==> src/hdl/triac_phase_angle_controller_core_assert.svh <==
// assertion macros for the rtl
// clk and rst_n must be visible where these are used
`ifndef TRIAC_PHASE_ANGLE_CONTROLLER_CORE_ASSERT_SVH
`define TRIAC_PHASE_ANGLE_CONTROLLER_CORE_ASSERT_SVH

// same-cycle implication
`define TPAC_ASSERT_NOW(lbl, ante, cons, msg) \
  lbl: assert property (@(posedge clk) disable iff (!rst_n) (ante) |-> (cons)) \
    else $error(msg);

// next-cycle implication
`define TPAC_ASSERT_NEXT(lbl, ante, cons, msg) \
  lbl: assert property (@(posedge clk) disable iff (!rst_n) (ante) |=> (cons)) \
    else $error(msg);

`endif

==> src/hdl/tpac_pkg.sv <==
package tpac_pkg;

  // event codes
  localparam logic [1:0] ACT_TICK   = 2'd0;
  localparam logic [1:0] ACT_ZCROSS = 2'd1;
  localparam logic [1:0] ACT_KEY    = 2'd2;

  localparam logic [6:0] PWR_MIN   = 7'd1;
  localparam logic [6:0] PWR_MAX   = 7'd99;
  localparam logic [6:0] PWR_RESET = 7'd50;

  localparam logic [15:0] COUNT_LAST = 16'hFFFF;

  localparam int TABLE_ENTRIES = 101;

  // reload values, indexed by power level
  localparam logic [15:0] DELAY_TABLE [TABLE_ENTRIES] = '{
    16'd57342, 16'd58170, 16'd58427, 16'd58610, 16'd58759,
    16'd58886, 16'd58998, 16'd59099, 16'd59192, 16'd59279,
    16'd59360, 16'd59437, 16'd59510, 16'd59580, 16'd59647,
    16'd59711, 16'd59774, 16'd59834, 16'd59892, 16'd59950,
    16'd60005, 16'd60060, 16'd60113, 16'd60165, 16'd60216,
    16'd60266, 16'd60316, 16'd60364, 16'd60412, 16'd60460,
    16'd60506, 16'd60552, 16'd60598, 16'd60643, 16'd60688,
    16'd60732, 16'd60776, 16'd60820, 16'd60863, 16'd60906,
    16'd60949, 16'd60992, 16'd61034, 16'd61077, 16'd61119,
    16'd61161, 16'd61203, 16'd61244, 16'd61286, 16'd61328,
    16'd61369, 16'd61411, 16'd61453, 16'd61494, 16'd61536,
    16'd61578, 16'd61620, 16'd61662, 16'd61705, 16'd61747,
    16'd61790, 16'd61832, 16'd61875, 16'd61919, 16'd61962,
    16'd62006, 16'd62051, 16'd62096, 16'd62141, 16'd62186,
    16'd62232, 16'd62279, 16'd62326, 16'd62374, 16'd62423,
    16'd62473, 16'd62523, 16'd62574, 16'd62626, 16'd62679,
    16'd62733, 16'd62789, 16'd62846, 16'd62905, 16'd62965,
    16'd63027, 16'd63092, 16'd63159, 16'd63229, 16'd63301,
    16'd63379, 16'd63460, 16'd63546, 16'd63639, 16'd63741,
    16'd63853, 16'd63979, 16'd64128, 16'd64311, 16'd64568,
    16'd65397
  };

  typedef struct packed {
    logic [15:0] count;
    logic        running;
    logic        enable;
    logic [6:0]  power;
  } tpac_state_t;

  // clamp to the last entry
  function automatic logic [15:0] delay_lookup(input logic [6:0] idx);
    logic [6:0] sel;
    sel = (idx >= 7'(TABLE_ENTRIES)) ? 7'(TABLE_ENTRIES - 1) : idx;
    return DELAY_TABLE[sel];
  endfunction

endpackage

==> src/hdl/tpac_step.sv <==
module tpac_step (
  input  tpac_pkg::tpac_state_t cur_i,
  input  logic [1:0]            action_i,
  input  logic                  key_on_off_i,
  input  logic                  key_up_i,
  input  logic                  key_down_i,
  output tpac_pkg::tpac_state_t nxt_o,
  output logic                  fire_o
);
  import tpac_pkg::*;

  logic       en_k;
  logic [6:0] p_up;
  logic [6:0] p_dn;

  // key handling: toggle first, then up, then down
  always_comb begin
    en_k = key_on_off_i ? ~cur_i.enable : cur_i.enable;
    p_up = cur_i.power;
    if (key_up_i && en_k) begin
      p_up = (cur_i.power >= PWR_MAX) ? PWR_MAX : cur_i.power + 7'd1;
    end
    p_dn = p_up;
    if (key_down_i && en_k) begin
      p_dn = (p_up <= PWR_MIN) ? PWR_MIN : p_up - 7'd1;
    end
  end

  always_comb begin
    nxt_o  = cur_i;
    fire_o = 1'b0;
    case (action_i)
      ACT_TICK: begin
        if (cur_i.running) begin
          if (cur_i.count == COUNT_LAST) begin
            fire_o        = 1'b1;
            nxt_o.running = 1'b0;
            nxt_o.count   = delay_lookup(cur_i.power);
          end else begin
            nxt_o.count = cur_i.count + 16'd1;
          end
        end
      end
      ACT_ZCROSS: begin
        if (cur_i.enable) begin
          nxt_o.running = 1'b1;
        end
      end
      ACT_KEY: begin
        nxt_o.enable = en_k;
        nxt_o.power  = p_dn;
      end
      default: begin
        nxt_o = cur_i;
      end
    endcase
  end

endmodule

==> src/hdl/triac_phase_angle_controller_core.sv <==
// phase-angle triac firing controller
// input channel: in_valid / in_stall carry one event per beat (timer tick,
//   mains zero crossing or key change, with the three key bits)
// output channel: out_valid / out_stall carry one result beat per event:
//   fire pulse, enable, power level and timer running, all after the event
// path: an accepted beat is loaded into the input register, then the
//   state update runs as it moves on into the result register, which
//   drives out_*
// throughput: one event per cycle while out_stall is low; the state update
//   is a single pass of the step logic, so ticks may arrive every clock
// when out_stall is high the result register holds; the input register
//   still takes one more beat, then in_stall rises until the result is taken
// reset (rst_n low at a clock edge): timer stopped at count zero, output
//   disabled, power level fifty, both pipeline stages empty
// no configuration registers
module triac_phase_angle_controller_core (
  input  logic       clk,
  input  logic       rst_n,
  input  logic       in_valid,
  output logic       in_stall,
  input  logic [1:0] in_action,
  input  logic       in_key_on_off,
  input  logic       in_key_up,
  input  logic       in_key_down,
  output logic       out_valid,
  input  logic       out_stall,
  output logic       out_fire_pulse,
  output logic       out_output_enabled,
  output logic [6:0] out_power_level,
  output logic       out_timer_active
);
  import tpac_pkg::*;

  `include "triac_phase_angle_controller_core_assert.svh"

  // input stage
  logic       s1_vld_r;
  logic [1:0] s1_action_r;
  logic       s1_on_off_r;
  logic       s1_up_r;
  logic       s1_down_r;

  // controller state
  tpac_state_t state_r;
  tpac_state_t state_nxt;
  logic        fire_nxt;

  // result stage
  logic       out_vld_r;
  logic       out_fire_r;
  logic       out_en_r;
  logic [6:0] out_pwr_r;
  logic       out_run_r;

  logic adv;   // result register free this cycle
  logic go;    // input stage retires into the result register
  logic in_acc;

  assign adv    = ~out_vld_r | ~out_stall;
  assign go     = s1_vld_r & adv;
  assign in_stall = s1_vld_r & ~adv;
  assign in_acc = in_valid & ~in_stall;

  // input register, holds a beat while the result side is blocked
  always_ff @(posedge clk) begin
    if (!rst_n) begin
      s1_vld_r <= 1'b0;
    end else if (!in_stall) begin
      s1_vld_r <= in_valid;
    end
  end

  always_ff @(posedge clk) begin
    if (in_acc) begin
      s1_action_r <= in_action;
      s1_on_off_r <= in_key_on_off;
      s1_up_r     <= in_key_up;
      s1_down_r   <= in_key_down;
    end
  end

  // next state and fire decision for the event in the input register
  tpac_step u_step (
    .cur_i        (state_r),
    .action_i     (s1_action_r),
    .key_on_off_i (s1_on_off_r),
    .key_up_i     (s1_up_r),
    .key_down_i   (s1_down_r),
    .nxt_o        (state_nxt),
    .fire_o       (fire_nxt)
  );

  // state only moves when an event retires, keeping results in order
  always_ff @(posedge clk) begin
    if (!rst_n) begin
      state_r.count   <= '0;
      state_r.running <= 1'b0;
      state_r.enable  <= 1'b0;
      state_r.power   <= PWR_RESET;
    end else if (go) begin
      state_r <= state_nxt;
    end
  end

  // result register
  always_ff @(posedge clk) begin
    if (!rst_n) begin
      out_vld_r <= 1'b0;
    end else if (adv) begin
      out_vld_r <= s1_vld_r;
    end
  end

  always_ff @(posedge clk) begin
    if (go) begin
      out_fire_r <= fire_nxt;
      out_en_r   <= state_nxt.enable;
      out_pwr_r  <= state_nxt.power;
      out_run_r  <= state_nxt.running;
    end
  end

  assign out_valid          = out_vld_r;
  assign out_fire_pulse     = out_fire_r;
  assign out_output_enabled = out_en_r;
  assign out_power_level    = out_pwr_r;
  assign out_timer_active   = out_run_r;

  // power level stays within its saturation limits
  `TPAC_ASSERT_NOW(a_pwr_range, out_vld_r,
    (out_pwr_r >= PWR_MIN) && (out_pwr_r <= PWR_MAX), "power level out of range")
  // a fire beat always stops the timer
  `TPAC_ASSERT_NOW(a_fire_stops, out_vld_r && out_fire_r, !out_run_r,
    "timer still running after fire")
  // fire only on wrap of a running timer
  `TPAC_ASSERT_NOW(a_fire_wrap, go && fire_nxt,
    state_r.running && (state_r.count == COUNT_LAST), "fire without timer wrap")
  // state holds unless an event retires
  `TPAC_ASSERT_NEXT(a_state_hold, !go, $stable(state_r), "state moved without event")

endmodule
==> config.mk <==
export PLATFORM = sky130hd
export DESIGN_NAME = triac_phase_angle_controller_core
export DESIGN_NICKNAME = d
export VERILOG_FILES = /design/src/hdl/tpac_pkg.sv /design/src/hdl/tpac_step.sv /design/src/hdl/triac_phase_angle_controller_core.sv
export VERILOG_INCLUDE_DIRS = /design/src /design/src/hdl
export SDC_FILE = /design/constraint.sdc
export NUM_CORES = 1
export LEC_CHECK = 0
export BUFFER_PORTS_ARGS = -buffer_cell sky130_fd_sc_hd__buf_2
export CAP_MARGIN = 20
export CORE_AREA = 2 2 112 114
export CTS_CLUSTER_SIZE = 28
export DETAILED_ROUTE_END_ITERATION = 16
export DIE_AREA = 0 0 114 116
export SETUP_SLACK_MARGIN = 0.02
export SLEW_MARGIN = 5
export SYNTH_ARGS = -nofsm -noshare
export SYNTH_HDL_FRONTEND = slang
export SYNTH_SLANG_ARGS = --single-unit
==> constraint.sdc <==
create_clock -name clk -period 7 [get_ports clk]
set_clock_uncertainty 0.2 [all_clocks]
set_input_delay 2.1 -clock clk [delete_from_list [all_inputs] [get_ports clk]]
set_output_delay 2.1 -clock clk [all_outputs]
set_load 0.005 [all_outputs]
==> results.sh <==
export IMPL_clockBufferDepth=2
export IMPL_synth_flop_cell="dfxtp_1"
export IMPL_fmax_mhz=206
export IMPL_cp_max_fo=3
export IMPL_root_buffer="clkbuf_16"
export IMPL_drv_slew=0
export IMPL_fp_dieH_um=116
export IMPL_finalSetupViolations=0
export IMPL_leakage_nw=1.76
export IMPL_worst_pin_slew_ns=0.882
export IMPL_portBuffers=20
export IMPL_cts_max_level=2
export IMPL_ir_worst_vdd_mv=0.0962
export IMPL_maxCapViolations=0
export IMPL_die_x_um=114
export IMPL_grt_use_total_pct=24.1
export IMPL_p_per_area_mw_per_mm2=121
export IMPL_rsz0062_at_grt="false"
export IMPL_grt_pass1_wl_mm=25.4
export IMPL_grt_busiest_layer="met2"
export IMPL_dieArea_mm2=0.0132
export IMPL_syn_inst=618
export IMPL_path_common_cell="buf_2"
export IMPL_num_vias=5192
export IMPL_end_kind="output port"
export IMPL_met1_usage_pct=33.1
export IMPL_grt_max_degree=59
export IMPL_cp_data_arrival_time_ns=2.56
export IMPL_dpl_hpwl_mm=10.9
export IMPL_crit_type="primary input to output port"
export IMPL_routedWlPerCell_um=21.3
export IMPL_drcViolationCount=0
export IMPL_syn_area_per_cell_um2=7.58
export IMPL_utilization_pct=40.9
export IMPL_yosys_warnings=0
export IMPL_ys_ff_latch=42
export IMPL_hp_class="flip-flop to flip-flop"
export IMPL_required_ns=4.70
export IMPL_globalplace_congestion=0.990
export IMPL_coreArea_mm2=0.0119
export IMPL_synth_cell_area_mm2=0.00469
export IMPL_finalHoldViolCount=0
export IMPL_ys_seq_area_share_pct=21.1
export IMPL_slew_headroom_pct=41.2
export IMPL_firstDrtPassIters=6
export IMPL_power_w=0.000588
export IMPL_io_pins=21
export IMPL_pre_cts_ws_ns=2.13
export IMPL_antenna_cells=0
export IMPL_critPathMaxStageDelay_ns=0.22
export IMPL_cts_buffers=5
export IMPL_met3_usage_pct=3.45
export IMPL_fin_setup_tns_ns=0
export IMPL_outcome="complete, no violations"
export IMPL_antenna_found_initial=0
export IMPL_post_cts_buffers=0
export IMPL_synth_edf_count=15
export IMPL_ctsResizeCount=0
export IMPL_drt_iter0_drc=757
export IMPL_clock_sinks=42
export IMPL_slowest_stage="and3_2"
export IMPL_ant_nets=0
export IMPL_nets=624
export IMPL_async_flop_share_pct=0
export IMPL_grt_util_met2_pct=36.7
export IMPL_synth_fp_nets=647
export IMPL_hold_buffers=0
export IMPL_syn2layout_area_growth_pct=3.84
export IMPL_grt_pass1_vias=4703
export IMPL_wl_mm=15.8
export IMPL_layout_min_cycle_time_ns=4.86
export IMPL_period_share_pct=69.4
export IMPL_layout_drive_gt1_share_pct=12.2
export IMPL_clock_latency_ns=0.28
export IMPL_setup_ws_ns=2.14
export IMPL_start_util_pct=39.3
export IMPL_grt_overflow_total=0
export IMPL_synth_distinct_cells=98
export IMPL_path_clk_slew_ns=0.06
export IMPL_critPathLaunchType="primary input"
export IMPL_cts_tree="done"
export IMPL_crit_path_cell_trace="buf_2 -> and3_2 -> buf_2"
export IMPL_std_cell_rows=40
export IMPL_drt_vias_per_instance=6.99
[final cells by class]
| cell class | count | area [um^2] |
|---|---|---|
| clock buffers | 6 | 129 |
| clock inverters | 2 | 13.8 |
| fillers | 1228 | 7040 |
| inverters | 17 | 63.8 |
| multi-input cells | 502 | 3330 |
| flip-flops and latches | 42 | 995 |
| well taps | 147 | 184 |
| repair buffers | 27 | 153 |
[report_power, final]
part | leakage [nW] | internal [W] | total [W] | switching [W]
clock network | 0.0708 | 0.000132 | 0.000224 | 0.0000917
registers | 0.360 | 0.000259 | 0.000264 | 0.00000474
logic | 1.32 | 0.0000332 | 0.000100 | 0.0000671
[cells in the final DEF (no fill, tap or decap), drive strengths merged, types with 4 or more instances in the layout]
cell,count
nand4,6
a211oi,11
or3,4
ha,20
and3,8
inv,17
a21bo,4
o2111ai,4
a31oi,22
nand2b,13
nor4,8
and2,5
a311oi,6
o311ai,4
o21a,7
nand2,57
nor3,24
dfxtp,27
xor2,5
edfxtp,15
xnor2,4
o31ai,6
nor2,41
o221ai,5
a21o,4
o211ai,12
a2111oi,5
a311o,5
a21boi,4
o21ai,48
nand3,25
a21oi,48
mux2i,11
clkbuf,6
buf,27
nor2b,11
mux2,4
[cells by family after synthesis]
group           after synthesis  share of synthesized area [%]
xor+xnor                      9                           1.68
compound gates              237                           36.0
buf+inv                      74                           7.82
simple gates                221                           24.6
fa+ha+maj                    20                           5.34
mux                          15                           3.39
flops                        42                           21.1
[synth_stat cells, types with 4 or more instances]
cell type  number  area share (%)
or3_1           4            0.53
a211oi_1       11             1.8
a311oi_1        5            0.93
nand3_1        25             2.7
o21ai_0        44             4.7
a311o_1         4            0.85
nand4_1         6            0.80
buf_2          18             1.9
mux2i_1        11             2.3
buf_1           5            0.40
nor2_1         39             3.1
a2111oi_0       4            0.75
dfxtp_1        27              12
ha_1           20             5.3
and2_1          5            0.67
o221ai_1        5            0.93
a21oi_1        48             5.1
o2111ai_1       4            0.75
inv_1          15             1.2
nand2b_1       12             1.6
a31oi_1        22             2.9
edfxtp_1       15             9.6
clkbuf_1       22             1.8
and3_1          7            0.93
nor3_1         21             2.2
nor2b_1        11             1.5
nor4_1          7            0.93
xor2_1          5            0.93
buf_4           6            0.96
o21a_1          7             1.1
o31ai_1         6            0.96
xnor2_1         4            0.75
nand2_1        57             4.6
o211ai_1       11             1.8
[critical path: cells and delay by family]
kind	cells	cell delay (ns)
buf+inv	2	0.24
simple gates	1	0.22
[metal layers]
metal,wire [um],share of wire (%),vias to the layer above
met5,0,0,-
met4,843,5.3,0
met3,1590,10,75
met2,6820,43,391
met1,6580,42,2401
li1,-,-,2325
[worst paths after layout]
| path | start | end | slack (ns) | cells past startpoint |
|---|---|---|---|---|
| worst max-delay path | out_stall | in_stall | 2.14 | 3 |
| worst min-delay path | state_r[8] | state_r[8] | 0.28 | 2 |
| worst max register to register | state_r[5] | state_r[17] | 2.49 | 11 |
| worst min register to register | state_r[8] | state_r[8] | 0.28 | 2 |
[per-stage QoR]
stage               hold WS (ns)  instance area, um^2  cells
CTS                        0.283                 4870    743
finish                     0.282                 4870    743
global placement           0.269                 4720    735
global route               0.312                 4870    743
floorplan                  0.251                 4690    618
detailed placement         0.276                 4720    735
[registers in the layout, indices dropped and copies added (netlist names)]
register	flops
s1_on_off_r	1
s1_down_r	1
s1_action_r	2
out_power_level	7
s1_vld_r	1
out_valid	1
s1_up_r	1
state_r	25
out_fire_pulse	1
out_timer_active	1
out_output_enabled	1
No activity file was read; power rests on OpenSTA's default activity.
